## config.mk

```make
export PLATFORM = sky130hd
export DESIGN_NAME = mit_cell
export DESIGN_NICKNAME = d
export VERILOG_FILES = /design/src/hdl/mit_pkg.sv /design/src/hdl/mit_cell.sv
export SDC_FILE = /design/constraint.sdc
export NUM_CORES = 1
export LEC_CHECK = 0
export BUFFER_PORTS_ARGS = -buffer_cell sky130_fd_sc_hd__buf_2
export CAP_MARGIN = 10
export CORE_ASPECT_RATIO = 1.4
export CORE_UTILIZATION = 50
export CTS_CLUSTER_DIAMETER = 30
export DETAILED_ROUTE_END_ITERATION = 8
export PLACE_DENSITY = 0.91
export SETUP_SLACK_MARGIN = 0.15
export SYNTH_ARGS = -nofsm -noshare
export SYNTH_HDL_FRONTEND = slang
export SYNTH_SLANG_ARGS = --single-unit
```

## constraint.sdc

```tcl
create_clock -name aclk -period 6.7 [get_ports aclk]
set_input_delay 0.335 -clock aclk [delete_from_list [all_inputs] [get_ports aclk]]
set_output_delay 0.335 -clock aclk [all_outputs]
set_load 0.02 [all_outputs]
```

## src/hdl/mit_pkg.sv

```systemverilog
package mit_pkg;

    localparam int KEY_BITS = 32;

    typedef enum logic [1:0] {
        KIND_LOAD  = 2'd0,
        KIND_PROBE = 2'd1,
        KIND_CLEAR = 2'd2
    } kind_t;

    typedef enum logic [2:0] {
        ST_LOADED  = 3'd0,
        ST_FULL    = 3'd1,
        ST_MATCH   = 3'd2,
        ST_NOMATCH = 3'd3,
        ST_CLEARED = 3'd4
    } status_t;

    // Item travelling down the cell row.
    // done: key found or inserted; shift: a hole opened behind, pull neighbor down.
    typedef struct packed {
        logic                valid;
        kind_t               kind;
        logic [KEY_BITS-1:0] value;
        logic                done;
        logic                shift;
    } item_t;

endpackage

```

## src/hdl/mit_cell.sv

```systemverilog
module mit_cell #(
    parameter int COUNT_BITS = 16
) (
    input  logic                          aclk,
    input  logic                          aresetn,
    input  logic                          advance,
    input  mit_pkg::item_t                item_in,
    input  logic [mit_pkg::KEY_BITS-1:0]  nbr_key,
    input  logic [COUNT_BITS-1:0]         nbr_count,
    output logic [mit_pkg::KEY_BITS-1:0]  key,
    output logic [COUNT_BITS-1:0]         count,
    output mit_pkg::item_t                item_out
);

    localparam logic [COUNT_BITS-1:0] COUNT_MAX = {COUNT_BITS{1'b1}};
    localparam logic [COUNT_BITS-1:0] COUNT_ONE = COUNT_BITS'(1);

    logic [mit_pkg::KEY_BITS-1:0] key_reg, key_next;
    logic [COUNT_BITS-1:0]        count_reg, count_next;
    mit_pkg::item_t               item_reg, item_next;
    logic                         hit;

    assign hit = item_in.valid && !item_in.done && (count_reg != '0)
                 && (key_reg == item_in.value);

    always_comb begin
        key_next   = key_reg;
        count_next = count_reg;
        item_next  = item_in;
        if (item_in.valid) begin
            if (item_in.shift) begin
                key_next   = nbr_key;
                count_next = nbr_count;
            end else begin
                case (item_in.kind)
                    mit_pkg::KIND_LOAD: begin
                        if (hit) begin
                            if (count_reg != COUNT_MAX) begin
                                count_next = count_reg + COUNT_ONE;
                            end
                            item_next.done = 1'b1;
                        end else if (!item_in.done && count_reg == '0) begin
                            // occupied entries form a prefix: first free cell ends the search
                            key_next       = item_in.value;
                            count_next     = COUNT_ONE;
                            item_next.done = 1'b1;
                        end
                    end
                    mit_pkg::KIND_PROBE: begin
                        if (hit) begin
                            item_next.done = 1'b1;
                            if (count_reg == COUNT_ONE) begin
                                key_next        = nbr_key;
                                count_next      = nbr_count;
                                item_next.shift = 1'b1;
                            end else begin
                                count_next = count_reg - COUNT_ONE;
                            end
                        end
                    end
                    mit_pkg::KIND_CLEAR: begin
                        count_next = '0;
                    end
                    default: begin
                    end
                endcase
            end
        end
    end

    always_ff @(posedge aclk) begin
        if (!aresetn) begin
            count_reg <= '0;
            item_reg  <= '0;
        end else if (advance) begin
            count_reg <= count_next;
            item_reg  <= item_next;
        end
    end

    always_ff @(posedge aclk) begin
        if (advance) begin
            key_reg <= key_next;
        end
    end

    assign key      = key_reg;
    assign count    = count_reg;
    assign item_out = item_reg;

endmodule

```

==> out/results.tsv <==
stage	metric	value	unit
clock_tree	cts.htree.levels	3	
synthesis	synth_edf_count	32	
clock_tree	cts_buffers	9	
place	gp_congestion	0.981	
clock_tree	postCtsResizedCells	0	
sta	slew_headroom	32.9	%
cells_and_area	final_core_util	64.5	%
detailed_routing	first_pass_iters	5	
run_status	status	completed	
critical_path	reg2reg_from	count[0]	
detailed_routing	wl	15.3	mm
synthesis	synth_cell_types	62	
sta	rsz0062_at_grt	false	
clock_tree	cts_tree	built	
synthesis	synthArstFlopShare	0	%
cells_and_area	nets	744	
synthesis	ys_ff_latch	85	
power_and_ir_drop	vdd_drop_max	0.000171	V
sta	holdWs	277	ps
cells_and_area	largest_reg_flops	37	
power_and_ir_drop	p_leak	2.63	nW
critical_path	cp-start-kind	flip-flop	
sta	period_minus_slack	3190	ps
sta	fmax	0.314	GHz
critical_path	critical_path_arrival	3150	ps
synthesis	yosysSeqAreaShare	40.6	%
cells_and_area	area_delta_synth_final	23.9	%
die	core_area	9560	sq um
detailed_routing	viasPerCell	5.99	
synthesis	yosys_warnings	0	
sta	finClkSkew	7.09	ps
die	num_io_pins	173	
place	io_buffers	172	
power_and_ir_drop	powerDensity	230	nW/um^2
die	die_width	86.3	um
detailed_routing	drt_iter0_drc	343	
sta	tns	0	ps
clock_tree	cts-root-buf	clkbuf_16	
grt	grt_pass1_vias	4674	
grt	grt_pass1_wl	23.5	mm
synthesis	synth_nets	598	
critical_path	crit_type	flip-flop to flip-flop	
synthesis	netlist_area	4980	sq um
sta	report.final.slew_viol_count	0	
critical_path	r2r_cells	7	
grt	grt_max_degree	47	
critical_path	crit_path_start	count[0]	
detailed_routing	drc	0	
die	initial_utilization	52.0	%
sta	setup_violations	0	
synthesis	syn_area_per_cell	9.90	sq um
sta	hold_violations	0	
critical_path	path_max_fanout	32	
run	maxCapViolations	0	
synthesis	synthCells	503	
clock_tree	clock_latency	340	ps
clock_tree	path_clk_slew	70	ps
sta	finalCritPeriodShare	47.6	%
grt	track_usage	29.5	%
clock_tree	clk_path_buf_depth	2	
place	dpl.hpwl	11.4	mm
critical_path	worstSetupEndpoint	key[23]	
critical_path	r2r-end	key[23]	
cells_and_area	diodes	0	
clock_tree	cts_hold_buf	0	
die	row_count	42	
critical_path	worst_ep_required_time	6660	ps
place	place_area	5860	sq um
detailed_routing	wl_per_cell	19.4	um
synthesis	synthFlopType	dfxtp_1	
sta	worst_pin_slew	999	ps
worst_hold_path	min_path_type	input port to flip-flop	
detailed_routing	vias	4710	
die	die_y	120	um
critical_path	reg2reg_setup_slack	3510	ps
grt	grt_overflow_total	0	
detailed_routing	ant_nets	0	
critical_path	end_kind	flip-flop	
cells_and_area	layout-drive-gt1-share	37.3	%
grt	antenna_found_initial	0	
clock_tree	cts_setup_buffers	0	
cells_and_area	layout_commonest_cell	buf_2	
clock_tree	cts.sinks	85	
cells_and_area	mostFrequentLayoutCells	buf_2 (172), dfxtp_1 (53), nor2_1 (51)	
die	dieArea	10400	sq um
cells_and_area	stdcell_area	6170	sq um
## cell families after synthesis
group / Yosys count / share of synthesized area, %
simple gates: 154 / 17.4
buf+inv: 52 / 4.42
mux: 70 / 14.9
compound gates: 86 / 12.3
flops: 85 / 40.6
fa+ha+maj: 7 / 1.76
xor+xnor: 49 / 8.62
## power breakdown
group	switching [mW]	internal [mW]
clock network	0.224	0.296
logic	0.176	0.127
registers	0.0294	0.566
## layout make-up
cell class	count	area (sq um)
Clock buffer	9	225
Fill cell	787	3400
Tap cell	132	165
Timing Repair Buffer	174	876
Clock inverter	7	81.3
Inverter	13	48.8
Sequential cell	85	2020
Multi-Input combinational cell	366	2750
## cells in the mapped netlist (all sizes together), types with 4 or more instances
| master | number | area, sq um |
|---|---|---|
| o32ai | 7 | 61.3 |
| o21ai | 17 | 85.1 |
| dfxtp | 53 | 1060 |
| nor2 | 53 | 199 |
| inv | 13 | 48.8 |
| xor2 | 7 | 61.3 |
| a31oi | 5 | 31.3 |
| xnor2 | 42 | 368 |
| nor4 | 8 | 101 |
| nand3 | 9 | 50.1 |
| mux2 | 32 | 360 |
| nand4 | 21 | 168 |
| nor3 | 8 | 50.1 |
| ha | 7 | 87.6 |
| clkbuf | 22 | 82.6 |
| or4 | 4 | 30.0 |
| a21oi | 18 | 90.1 |
| edfxtp | 32 | 961 |
| a22o | 7 | 61.3 |
| nand2 | 31 | 121 |
| o21a | 4 | 30.0 |
| o31ai | 4 | 35.0 |
| buf | 17 | 88.8 |
| mux2i | 38 | 380 |
| o41ai | 4 | 35.0 |
## metal layers
| layer | vias to the layer above | wire length (um) | part of all wire (%) | track usage, % |
|---|---|---|---|---|
| li1 | 2128 | - | - | - |
| met1 | 2228 | 5420 | 36 | 31.9 |
| met2 | 299 | 7830 | 51 | 52.3 |
| met3 | 55 | 1340 | 8.8 | 7.36 |
| met4 | 0 | 663 | 4.3 | 15.2 |
| met5 | - | 0 | 0 | 0 |
## how the worst min path moves through the flow
stage	cells past startpoint	slack, ps	from	to
floorplan	2	480	item_in[2]	item_out[2]
global placement	2	460	item_out[36]	item_out[36]
detailed placement	2	470	item_out[36]	item_out[36]
CTS	3	270	item_in[28]	item_out[28]
global route	3	290	item_in[9]	item_out[9]
finish	3	280	item_in[19]	item_out[19]
## critical path, cell delays in order (launching register included)
cell and delay (ps):
dfxtp_1 530, ha_1 200, nor4b_1 430, nand4_4 240, or2_2 360, o31ai_1 190, a21oi_1 130, nor2_4 730
## per-stage QoR
step,cells,power [mW],setup WS (ps)
finish,786,1.42,3510
global route,786,1.47,3240
CTS,786,1.42,3490
detailed placement,770,0.906,3490
global placement,770,0.893,3610
floorplan,503,0.804,2970
Note: power is estimated with default switching activity, not from simulation.
